--- config.mk ---
export PLATFORM = sky130hd
export DESIGN_NAME = c2dvw_ctrl
export DESIGN_NICKNAME = d
export VERILOG_FILES = /design/src/hw/rtl/c2dvw_pkg.sv /design/src/hw/rtl/c2dvw_ctrl.sv
export SDC_FILE = /design/constraint.sdc
export NUM_CORES = 1
export LEC_CHECK = 0
export BUFFER_PORTS_ARGS = -buffer_cell sky130_fd_sc_hd__buf_4
export CAP_MARGIN = 20
export CORE_AREA = 3 3 40 42
export CTS_CLUSTER_DIAMETER = 50
export DETAILED_ROUTE_END_ITERATION = 10
export DIE_AREA = 0 0 43 45
export PLACE_DENSITY = 0.63
export SLEW_MARGIN = 20
export SYNTH_ARGS = -nofsm -noshare
export SYNTH_HDL_FRONTEND = slang
export SYNTH_SLANG_ARGS = --single-unit
--- constraint.sdc ---
create_clock -name i_clk -period 1.4 [get_ports i_clk]
set_input_delay 0.14 -clock i_clk [delete_from_list [all_inputs] [get_ports i_clk]]
set_output_delay 0.14 -clock i_clk [all_outputs]
set_load 0.05 [all_outputs]
--- src/hw/rtl/c2dvw_pkg.sv ---
// Package for the 2-D valid convolution block: sizes, codes, FSM state type,
// the command and status structs, and the dimension clamp helpers.
// No dependencies.
package c2dvw_pkg;

    localparam int MAX_IMAGE_DIM  = 64;
    localparam int MAX_KERNEL_DIM = 5;

    localparam int DIM_W      = 7;
    localparam int KDIM_W     = 3;
    localparam int POS_W      = $clog2(MAX_IMAGE_DIM);
    localparam int CNT_W      = $clog2(MAX_KERNEL_DIM + 1);
    localparam int LB_DEPTH   = MAX_KERNEL_DIM * MAX_IMAGE_DIM;
    localparam int LB_AW      = $clog2(LB_DEPTH);
    localparam int VAL_W      = 16;
    localparam int PROD_W     = 2 * VAL_W;
    localparam int SUM_W      = 40;
    localparam int CFG_IDX_W  = 2;
    localparam int CFG_DATA_W = 7;

    localparam logic [CFG_IDX_W-1:0] REG_IMAGE_ROWS  = 2'd0;
    localparam logic [CFG_IDX_W-1:0] REG_IMAGE_COLS  = 2'd1;
    localparam logic [CFG_IDX_W-1:0] REG_KERNEL_ROWS = 2'd2;
    localparam logic [CFG_IDX_W-1:0] REG_KERNEL_COLS = 2'd3;

    localparam logic KIND_WEIGHT = 1'b0;
    localparam logic KIND_PIXEL  = 1'b1;

    typedef enum logic [5:0] {
        ST_IDLE     = 6'b000001,
        ST_RD_ISSUE = 6'b000010,
        ST_RD_CAPT  = 6'b000100,
        ST_MUL      = 6'b001000,
        ST_ACC      = 6'b010000,
        ST_DONE     = 6'b100000
    } t_state;

    typedef struct packed {
        logic take_weight;
        logic take_pixel;
        logic rd_issue;
        logic rd_capt;
        logic clr_acc;
        logic mul;
        logic acc;
        logic load_out;
    } t_cmd;

    typedef struct packed {
        logic row_last;
        logic term_last;
        logic emit;
        logic out_free;
    } t_sts;

    function automatic logic [DIM_W-1:0] clamp_img(input logic [DIM_W-1:0] v);
        logic [DIM_W-1:0] res;
        res = v;
        if (v == '0) res = DIM_W'(1);
        else if (v > DIM_W'(MAX_IMAGE_DIM)) res = DIM_W'(MAX_IMAGE_DIM);
        return res;
    endfunction

    function automatic logic [KDIM_W-1:0] clamp_ker(input logic [KDIM_W-1:0] v);
        logic [KDIM_W-1:0] res;
        res = v;
        if (v == '0) res = KDIM_W'(1);
        else if (v > KDIM_W'(MAX_KERNEL_DIM)) res = KDIM_W'(MAX_KERNEL_DIM);
        return res;
    endfunction

endpackage

--- src/hw/rtl/c2dvw_ctrl.sv ---
// Controller state machine of the convolution block.
// Depends on c2dvw_pkg (state type, command and status structs).
module c2dvw_ctrl import c2dvw_pkg::*; (
    input  logic i_clk,
    input  logic i_rst_n,
    input  logic i_in_valid,
    input  logic i_in_kind,
    input  t_sts i_sts,
    output logic o_in_ready,
    output t_cmd o_cmd
);
    t_state r_state, n_state;

    always_comb begin
        n_state    = r_state;
        o_cmd      = '0;
        o_in_ready = (r_state == ST_IDLE);
        case (r_state)
            ST_IDLE: begin
                if (i_in_valid) begin
                    if (i_in_kind == KIND_PIXEL) begin
                        o_cmd.take_pixel = 1'b1;
                        n_state          = ST_RD_ISSUE;
                    end else begin
                        o_cmd.take_weight = 1'b1;
                    end
                end
            end
            ST_RD_ISSUE: begin
                o_cmd.rd_issue = 1'b1;
                n_state        = ST_RD_CAPT;
            end
            ST_RD_CAPT: begin
                o_cmd.rd_capt = 1'b1;
                if (!i_sts.row_last) begin
                    n_state = ST_RD_ISSUE;
                end else if (i_sts.emit) begin
                    o_cmd.clr_acc = 1'b1;
                    n_state       = ST_MUL;
                end else begin
                    n_state = ST_IDLE;
                end
            end
            ST_MUL: begin
                o_cmd.mul = 1'b1;
                n_state   = ST_ACC;
            end
            ST_ACC: begin
                o_cmd.acc = 1'b1;
                n_state   = i_sts.term_last ? ST_DONE : ST_MUL;
            end
            ST_DONE: begin
                if (i_sts.out_free) begin
                    o_cmd.load_out = 1'b1;
                    n_state        = ST_IDLE;
                end
            end
            default: begin
                n_state = ST_IDLE;
            end
        endcase
    end

    always_ff @(posedge i_clk) begin
        if (!i_rst_n) begin
            r_state <= ST_IDLE;
        end else begin
            r_state <= n_state;
        end
    end

    a_pixel_starts_read: assert property (@(posedge i_clk) disable iff (!i_rst_n)
        o_cmd.take_pixel |=> (r_state == ST_RD_ISSUE))
        else $error("pixel beat did not start the line-buffer read");

    a_mul_then_acc: assert property (@(posedge i_clk) disable iff (!i_rst_n)
        (r_state == ST_MUL) |=> (r_state == ST_ACC))
        else $error("product was not accumulated");

    a_mac_only_on_emit: assert property (@(posedge i_clk) disable iff (!i_rst_n)
        o_cmd.clr_acc |-> i_sts.emit)
        else $error("MAC started for a pixel that yields no result");
endmodule

==> results by group, run 1 <==
Worst setup path
  – Worst setup EP type: output pin
  – CP Data Required Time: 1.26 ns
  – Worst-path fanout max: 3
  – Reg2Reg Depth: 5
  – R2r setup slk: -0.26 ns
  – Reg2reg end: r_state[5]
  – Kind of critical path: register to output pin
  – Worst reg2reg startpoint: r_state[5]
  – Worst Path Arrival: 1.63 ns
  – Worst setup SP type: register

Worst hold path
  – Hold path depth: 3
  – Worst Hold End: r_state[5]
  – Min-Delay Path Class: input pin to register
  – Hold Startpoint: i_sts[2]

Clock tree
  – CTS max path bufs: 2
  – CTS H-tree depth: 1
  – CTS sink cnt: 6
  – Clock Pin Slew Worst Setup and Hold Paths: 0.05 ns
  – CTS Root Cell: clkbuf_4
  – Cts bufs inserted: 3
  – Clock latency on the worst-skew pair: 0.25 ns
  – TritonCTS clock tree: yes
  – CTS Hold Bufs: 0

Global route
  – Initial antenna violation count: 0
  – Vias in the first global route: 616
  – Final global-route overflow total: 0
  – Overall routing resource usage: 0.200
  – First-pass GRT wire length: 2.86 mm
  – Largest net degree at the start of global routing: 7

Detailed routing
  – DRT Pass-1 Iters: 4
  – Via-per-instance ratio: 5.47
  – Avg WL per Cell: 16.1 µm
  – Initial DRC Count: 3
  – Drt total wl: 1.74 mm
  – Drt drc: 0
  – Post-route ant nets: 0
  – Via Count: 591

Synthesis
  – Synth cell types: 29
  – Synth Register Bits: 6
  – Synthesis warning total: 0
  – Share of the yosys chip area belonging to registers: 0.277
  – Net count after synthesis: 59
  – Post-Syn Area: 434 µm²
  – Mapped Avg Cell Area: 8.51 µm²
  – Mapped Cells: 51

Power
  – Maximum vdd drop: 0.000741 V
  – Power density over the cells: 959 nW/µm²
  – P_leak: 0.000434 µW

Place
  – Place WS: -0.116 ns
  – Post-Place Cells: 93
  – Gpl congestion: 0.789
  – Hpwl dp: 1.01 mm
  – Port buffer count: 16
  – Post-DP Area: 722 µm²

Layout
  – Area grow syn2layout: 125%
  – Fin nets: 102
  – # diodes: 0
  – Biggest register: r_state
  – Max reg flops: 6
  – Biggest regs: r_state (6)
  – Final instance area: 978 µm²
  – Post-route insts no fill: 108
  – Layout cell share with drive strength beyond 1: 0.763
  – Fill cell count: 83

STA
  – Unrepaired setup endpoints after global routing: yes
  – Hold Worst Slack: 0.158 ns
  – Worst Tran Pin Value: 0.218 ns
  – Final setup margin: -0.368 ns
  – Rel. slew slack: 0.854
  – # setup viols final: 15
  – Final Cycle Share: 1.26
  – Fin. Hold Viols: 0
  – Fmax: 0.566 GHz
  – Fin crit period: 1.77 ns
  – Setup TNS: -3.11 ns
  – Layout Skew: 0.00317 ns
  – Max-slew violations: 0

Floorplanning
  – Initial Utilization: 0.338
  – Die Y: 45 µm
  – CORE AREA: 1280 µm²
  – Die Area: 1940 µm²
  – I/O pin total: 17
  – DIE WIDTH: 43 µm
  – Row count: 13

Run status
  – Status: complete, but fails checks
  – Violated checks: setup timing

Run
  – Max_cap viols: 0
worst max-delay path, stage by stage, from the launching register on:
cell and delay (ns):
dfxtp_2 0.32, or4_4 0.57, nor3b_4 0.28, buf_6 0.20
timing repair:
action | in CTS | in global routing
gates resized for setup | 30 | 10
setup buffers | 6 | 8
pin swaps | 11 | 8
setup endpoints to repair | 14 | 15
Yosys cell counts, drive strengths merged:
cell type / number / area, µm²
dfxtp: 6 / 120
nor2: 6 / 22.5
nand2: 4 / 17.5
a221oi: 3 / 32.5
and3: 3 / 18.8
inv: 3 / 11.3
nor3b: 3 / 33.8
and3b: 2 / 20.0
and4: 2 / 17.5
nand2b: 2 / 12.5
nor4: 2 / 12.5
or4: 2 / 20.0
a21oi: 1 / 5.00
a32oi: 1 / 8.76
a41o: 1 / 10.0
buf: 1 / 11.3
clkbuf: 1 / 3.75
nand3: 1 / 5.00
nand3b: 1 / 7.51
nand4b: 1 / 8.76
nor2b: 1 / 6.26
nor3: 1 / 5.00
o31ai: 1 / 7.51
or3: 1 / 7.51
xor2: 1 / 8.76
layer usage:
metal | track usage | vias up | routed length (µm)
li1 | - | 281 | -
met3 | 0.0438 | 8 | 82
met1 | 0.224 | 280 | 627
met5 | 0 | - | 0
met2 | 0.350 | 22 | 939
met4 | 0.114 | 0 | 90
worst max-delay path by stage:
stage                     from          to  slack [ns]  cells past startpoint
floorplan           r_state[1]  r_state[5]       -0.45                      5
finish              r_state[5]    o_cmd[1]       -0.37                      3
detailed placement  r_state[5]    o_cmd[1]       -0.12                      3
global placement    r_state[3]  r_state[0]       -0.10                      5
global route        r_state[5]    o_cmd[1]       -0.42                      3
CTS                 r_state[0]    o_cmd[1]       -0.34                      3
through the flow:
stage	total power, µW	util
6_report	939	0.761
5_1_grt	981	0.761
4_1_cts	861	0.701
3_5_place_dp	575	0.562
3_3_place_gp	574	0.562
2_1_floorplan	512	-
cell type report:
type	count	area, µm²	share of cell area
multi-input cells	40	395	0.404
repair buffers	40	394	0.403
flip-flops and latches	6	133	0.136
clock buffers	4	26.3	0.0269
well taps	15	18.8	0.0192
inverters	3	11.3	0.0115
report_power, final:
group | switching, µW | internal [µW] | total, µW
logic | 270 | 278 | 548
registers | 20.9 | 185 | 206
clock network | 76.1 | 109 | 185
total | 367 | 571 | 939
cells by family after synthesis:
kind of cell,synth area share
compound gates,0.147
xor+xnor,0.0202
simple gates,0.496
buf+inv,0.0605
flops,0.277
cell usage in the layout, fill, tap and decap left out:
master / instances
a41o_1: 1
clkbuf_1: 1
nand2_2: 1
nand4b_1: 1
nand2_4: 1
buf_4: 22
and4_1: 2
a21oi_1: 1
nand2b_1: 2
dfxtp_4: 2
buf_6: 11
and3_4: 3
o31ai_1: 1
nand3_2: 1
nor3_1: 1
a221oi_2: 3
and3b_2: 2
nand2_1: 2
nor4_4: 2
or3_4: 1
nor2_1: 2
nor3b_4: 2
nor2b_1: 1
a32oi_1: 1
xor2_1: 1
nor3b_1: 1
nand3b_1: 1
clkbuf_4: 3
or4_4: 2
inv_1: 3
nor2_2: 2
nor2_4: 2
dfxtp_2: 4
buf_8: 7
No activity file was read; power rests on OpenSTA's default activity.
==> run 2, diff against run 1 <==
Settings changed: CTS_CLUSTER_DIAMETER 50 to unset, PLACE_DENSITY 0.63 to unset, PLACE_DENSITY_LB_ADDON set to 0.1.
==> run 2 against run 1 <==
- the flow still finishes with violations (setup timing)
- sequential power is essentially flat
- clock power shrank 4%
- global-route usage shrank 3.8 points
- count of clock-buffer cells in the layout stayed put
- final area shrank 11%
- utilization fell by 8.4 points
- first-iteration DRC count down 67%
- flip-flop and latch count unchanged
- maximum frequency grew 4.8%
- critical path depth unchanged
- critical path type unchanged
- largest power group unchanged
==> results by group, run 2 (synthesis results as in run 1) <==
Run status
  – Status: complete, but fails checks
  – Violated checks: setup timing

Worst setup path
  – R2r setup slk: -0.18 ns (+0.08 ns)
  – Worst setup EP type: output pin
  – Kind of critical path: register to output pin
  – Reg2Reg Depth: 5 (unchanged)
  – Worst Path Arrival: 1.55 ns (-0.08 ns)
  – Worst reg2reg startpoint: r_state[5]
  – CP Data Required Time: 1.26 ns (about the same)
  – Reg2reg end: r_state[5]
  – Worst-path fanout max: 2 (-1)
  – Worst setup SP type: register

Clock tree
  – CTS H-tree depth: 1 (unchanged)
  – TritonCTS clock tree: yes
  – Cts bufs inserted: 3 (unchanged)
  – CTS max path bufs: 2 (unchanged)
  – CTS sink cnt: 6 (unchanged)
  – CTS Root Cell: clkbuf_4
  – Clock latency on the worst-skew pair: 0.25 ns (about the same)
  – Clock Pin Slew Worst Setup and Hold Paths: 0.05 ns (about the same)

Layout
  – Commonest non-fill, non-tap cell in the layout: buf_4
  – Fin nets: 96 (-5.9%)
  – Final core utilization: 0.678 (-0.0837)
  – Biggest register: r_state
  – # diodes: 0 (unchanged)
  – Final instance area: 871 µm² (-11%)
  – Biggest regs: r_state (6)
  – Post-route insts no fill: 102 (-5.6%)
  – Max reg flops: 6 (unchanged)
  – Area grow syn2layout: 101%
  – Most frequent cells in the layout: 24 x buf_4, 5 x buf_6, 5 x buf_8, 4 x dfxtp_2
  – Layout cell share with drive strength beyond 1: 0.701 (-0.0623)

Detailed routing
  – Initial DRC Count: 1 (-2)
  – Via Count: 524 (-11%)
  – Post-route ant nets: 0 (unchanged)
  – Drt drc: 0 (unchanged)
  – Via-per-instance ratio: 5.14 (-6.1%)
  – Avg WL per Cell: 13.4 µm (-17%)
  – DRT Pass-1 Iters: 2 (-2)
  – Drt total wl: 1.37 mm (-21%)

Floorplanning
  – CORE AREA: 1280 µm² (unchanged)
  – Die Area: 1940 µm² (unchanged)
  – Die Y: 45 µm (unchanged)
  – I/O pin total: 17 (unchanged)
  – Row count: 13 (unchanged)
  – DIE WIDTH: 43 µm (unchanged)
  – Initial Utilization: 0.338 (unchanged)

STA
  – Layout Skew: 0.0106 ns (+0.00739 ns)
  – Fin crit period: 1.69 ns (-0.0809 ns)
  – Unrepaired setup endpoints after global routing: yes
  – Fin. Hold Viols: 0 (unchanged)
  – Worst Tran Pin Value: 0.321 ns (+0.103 ns)
  – Final Cycle Share: 1.20 (-0.0578)
  – # setup viols final: 15 (unchanged)
  – Final setup margin: -0.287 ns (+0.0809 ns)
  – Rel. slew slack: 0.785 (-0.0691)
  – Fmax: 0.593 GHz (+4.8%)
  – Max-slew violations: 0 (unchanged)

Power
  – Maximum vdd drop: 0.000730 V (-1.5%)
  – Power density over the cells: 991 nW/µm² (+3.3%)
  – Pwr Total: 863 µW (-8.1%)
  – P_leak: 0.000390 µW (-10%)

Global route
  – Largest net degree at the start of global routing: 7 (unchanged)
  – Final global-route overflow total: 0 (unchanged)
  – Overall routing resource usage: 0.161 (-0.0383)
  – Initial antenna violation count: 0 (unchanged)
  – Vias in the first global route: 570 (-7.5%)
  – First-pass GRT wire length: 2.42 mm (-15%)

Place
  – Port buffer count: 16 (unchanged)
  – Gpl congestion: 0.809 (+2.5%)
  – Hpwl dp: 1.00 mm (-1.1%)
  – Post-DP Area: 707 µm² (-2.1%)
  – Post-Place Cells: 91 (-2.2%)

Worst hold path
  – Hold Startpoint: i_sts[2]
  – Worst Hold End: r_state[5]
  – Min-Delay Path Class: input pin to register
  – Hold path depth: 3 (unchanged)

Run
  – Max_cap viols: 0 (unchanged)
## run 2: worst max-delay path by stage
stage	from	cells after the start	endpoint	slack [ns]
CTS	r_state[5]	3	o_cmd[1]	-0.29
finish	r_state[5]	3	o_cmd[1]	-0.29
floorplan	r_state[1]	5	r_state[5]	-0.45
global route	r_state[5]	3	o_cmd[1]	-0.34
global placement	r_state[0]	3	o_cmd[1]	-0.12
detailed placement	r_state[0]	4	r_state[0]	-0.13
## run 2: area by class of cell
cell class                 count  area, µm²
multi-input combinational     40        374
tap                           15       18.8
timing repair buffer          34        312
fill                         115        414
sequential                     6        129
clock buffer                   4       26.3
inverter                       3       11.3
## run 2: power by group
group | leakage [µW] | switching (µW) | internal [µW]
combinational | 0.000325 | 241 | 239
sequential | 0.0000507 | 18.4 | 187
clock | 0.0000150 | 69.3 | 108
total | 0.000390 | 329 | 534
## run 2: layer usage
metal | track usage | vias to the layer above | share of wire
li1 | - | 265 | -
met1 | 0.183 | 244 | 0.41
met2 | 0.314 | 15 | 0.52
met3 | 0.0159 | 0 | 0.067
met4 | 0.0542 | 0 | 0
met5 | 0 | - | 0
## run 2: what timing repair did
action	in CTS	in global routing
pin swaps	12	2
resized for setup	23	0
hold buffers	0	0
setup buffers	6	1
setup endpoints to repair	15	15
## run 2: per-stage QoR
stage	setup TNS, ns	hold slack, ns	worst slack, ns
final	-2.51	0.167	-0.287
after detailed placement	-0.718	0.423	-0.126
after floorplan	-2.12	0.285	-0.451
after CTS	-2.46	0.161	-0.294
after global routing	-3.66	0.171	-0.339
after global placement	-0.715	0.423	-0.116
## run 2: critical path: stages (launching register included)
cell and delay [ns]:
dfxtp_1 0.31, or4_4 0.57, nor3b_4 0.23, buf_6 0.19
==> run 3, diff against run 2 <==
Settings changed: CTS_BUF_LIST set to sky130_fd_sc_hd__clkbuf_8, PLACE_DENSITY_LB_ADDON 0.1 to 0.3.
==> run 3 against run 2 <==
- the flow still finishes with violations (setup timing)
- critical path depth grew 1
- power grew 8.3%
- non-clock buffer count shrank 3
- first-iteration DRC count grew 100%
- worst setup slack got worse by 0.023 ns
- combinational power decreased by 5.2%
- via count fell by 3.2%
==> results by group, run 3 (synthesis results as in run 1) <==
Run status
  – Status: complete, but fails checks
  – Violated checks: setup timing

Clock tree
  – CTS H-tree depth: 1 (unchanged)
  – CTS max path bufs: 2 (unchanged)
  – TritonCTS clock tree: yes
  – CTS sink cnt: 6 (unchanged)
  – CTS Hold Bufs: 0 (unchanged)
  – Cts bufs inserted: 3 (unchanged)
  – Clock Pin Slew Worst Setup and Hold Paths: 0.04 ns (about the same)
  – Clock latency on the worst-skew pair: 0.23 ns (-0.02 ns)
  – CTS Root Cell: clkbuf_8

Layout
  – Biggest regs: r_state (6)
  – Biggest register: r_state
  – Flip-flop and latch area: 130 µm² (+0.97%)
  – Fill cell count: 111 (-3.5%)
  – Max reg flops: 6 (unchanged)
  – # diodes: 0 (unchanged)
  – Final instance area: 871 µm² (unchanged)
  – Fin nets: 93 (-3.1%)
  – Area grow syn2layout: 101% (unchanged)
  – Layout cell share with drive strength beyond 1: 0.679 (-0.0226)
  – Area occupied by multi-input gates: 365 µm² (-2.3%)
  – Commonest non-fill, non-tap cell in the layout: buf_4
  – Most frequent cells in the layout: 18 x buf_4, 8 x buf_6, 5 x buf_8, 5 x dfxtp_2

Worst setup path
  – Worst setup SP type: register
  – Worst setup EP type: output pin
  – Reg2Reg Depth: 5 (unchanged)
  – Worst-path fanout max: 4 (+2)
  – Worst Path Arrival: 1.57 ns (+0.02 ns)
  – R2r setup slk: -0.24 ns (-0.06 ns)
  – Kind of critical path: register to output pin
  – Reg2reg end: r_state[5]
  – CP Data Required Time: 1.26 ns (about the same)
  – Worst reg2reg startpoint: r_state[0]

Floorplanning
  – DIE WIDTH: 43 µm (unchanged)
  – Initial Utilization: 0.338 (unchanged)
  – Die Area: 1940 µm² (unchanged)
  – Die Y: 45 µm (unchanged)
  – I/O pin total: 17 (unchanged)
  – CORE AREA: 1280 µm² (unchanged)
  – Row count: 13 (unchanged)

STA
  – Final setup margin: -0.310 ns (-0.0227 ns)
  – Rel. slew slack: 0.779 (-0.00510)
  – # setup viols final: 13 (-2)
  – Setup TNS: -2.47 ns (+0.0349 ns)
  – Final Cycle Share: 1.22 (+0.0162)
  – Fmax: 0.585 GHz (-1.3%)
  – Unrepaired setup endpoints after global routing: yes
  – Fin crit period: 1.71 ns (+0.0227 ns)
  – Max-slew violations: 0 (unchanged)
  – Layout Skew: 0.00456 ns (-0.00600 ns)
  – Fin. Hold Viols: 0 (unchanged)
  – Worst Tran Pin Value: 0.328 ns (+0.00758 ns)

Global route
  – Final global-route overflow total: 0 (unchanged)
  – Overall routing resource usage: 0.184 (+0.0222)
  – First-pass GRT wire length: 2.56 mm (+5.7%)
  – Largest net degree at the start of global routing: 7 (unchanged)
  – Initial antenna violation count: 0 (unchanged)
  – Vias in the first global route: 561 (-1.6%)

Place
  – Gpl congestion: 0.816 (+0.87%)
  – Port buffer count: 16 (unchanged)
  – Post-DP Area: 699 µm² (-1.1%)
  – Hpwl dp: 998 µm (-0.49%)
  – Place WS: -0.136 ns (-0.00956 ns)

Detailed routing
  – Avg WL per Cell: 14.7 µm (+9.7%)
  – DRT Pass-1 Iters: 3 (+1)
  – Via-per-instance ratio: 5.12 (-0.31%)
  – Post-route ant nets: 0 (unchanged)
  – Drt drc: 0 (unchanged)
  – Via Count: 507 (-3.2%)
  – Initial DRC Count: 2 (+1)
  – Drt total wl: 1.46 mm (+6.5%)

Run
  – Max_cap viols: 0 (unchanged)

Power
  – Clock power frac: 0.289 (+0.083)
  – Power density over the cells: 1070 nW/µm² (+8.3%)
  – Reg power frac: 0.224 (-0.014)
  – Combinational power share: 0.487 (-0.069)
  – P_leak: 0.000390 µW (-0.13%)
  – Switching Share: 0.354 (-0.0267)
  – Maximum vdd drop: 0.000637 V (-13%)
  – Switching Power: 331 µW (+0.69%)
  – Int Power: 603 µW (+13%)

Worst hold path
  – Hold Startpoint: i_rst_n
  – Worst Hold End: r_state[2]
  – Hold path depth: 2 (-1)
  – Min-Delay Path Class: input pin to register
==> run 3: through the flow <==
stage	cells	utilization	power, µW	hold WS [ns]
floorplan	51	-	512	0.285
global placement	90	0.544	570	0.422
detailed placement	90	0.544	573	0.424
CTS	99	0.663	934	0.191
global route	99	0.678	984	0.208
finish	99	0.678	934	0.200
==> run 3: per-layer routing <==
metal | vias to the layer above | wire (µm) | track usage
met3 | 4 | 64 | 0.0279
met1 | 232 | 608 | 0.221
met4 | 0 | 38 | 0.127
li1 | 258 | - | -
met2 | 13 | 748 | 0.302
met5 | - | 0 | 0
==> run 3: power groups by stage <==
| stage | clock (µW) | sequential, µW | combinational [µW] |
|---|---|---|---|
| final | 270 | 209 | 455 |
| after global routing | 286 | 210 | 487 |
| after CTS | 281 | 206 | 447 |
| after detailed placement | 0 | 207 | 365 |
| after global placement | 0 | 208 | 362 |
| after floorplan | 0 | 200 | 311 |
==> run 3: repair_timing <==
| item | CTS | global route |
|---|---|---|
| cloned | 0 | 0 |
| setup endpoints to repair | 14 | 15 |
| resized for setup | 20 | 5 |
| pin swaps | 9 | 4 |
| setup buffers | 5 | 0 |
==> run 3: worst max path at each step <==
stage | slack [ns] | to | start | cells past startpoint
2_1_floorplan | -0.45 | r_state[5] | r_state[1] | 5
3_3_place_gp | -0.13 | r_state[0] | r_state[0] | 4
3_5_place_dp | -0.14 | r_state[5] | r_state[0] | 4
5_1_grt | -0.35 | o_cmd[1] | r_state[0] | 3
6_report | -0.31 | o_cmd[3] | r_state[3] | 4
4_1_cts | -0.30 | o_cmd[3] | r_state[3] | 4
==> run 3: layout make-up <==
class / count / area share
well taps: 15 / 0.0216
clock buffers: 3 / 0.0474
inverters: 3 / 0.0129
clock inverters: 1 / 0.00431
multi-input cells: 40 / 0.420
repair buffers: 31 / 0.345
flip-flops and latches: 6 / 0.149
==> run 3: worst max-delay path, stage by stage, from the launching register on <==
cell and delay, ns:
dfxtp_4 0.35, or4_4 0.54, nor2_4 0.11, and3_4 0.19, buf_8 0.14
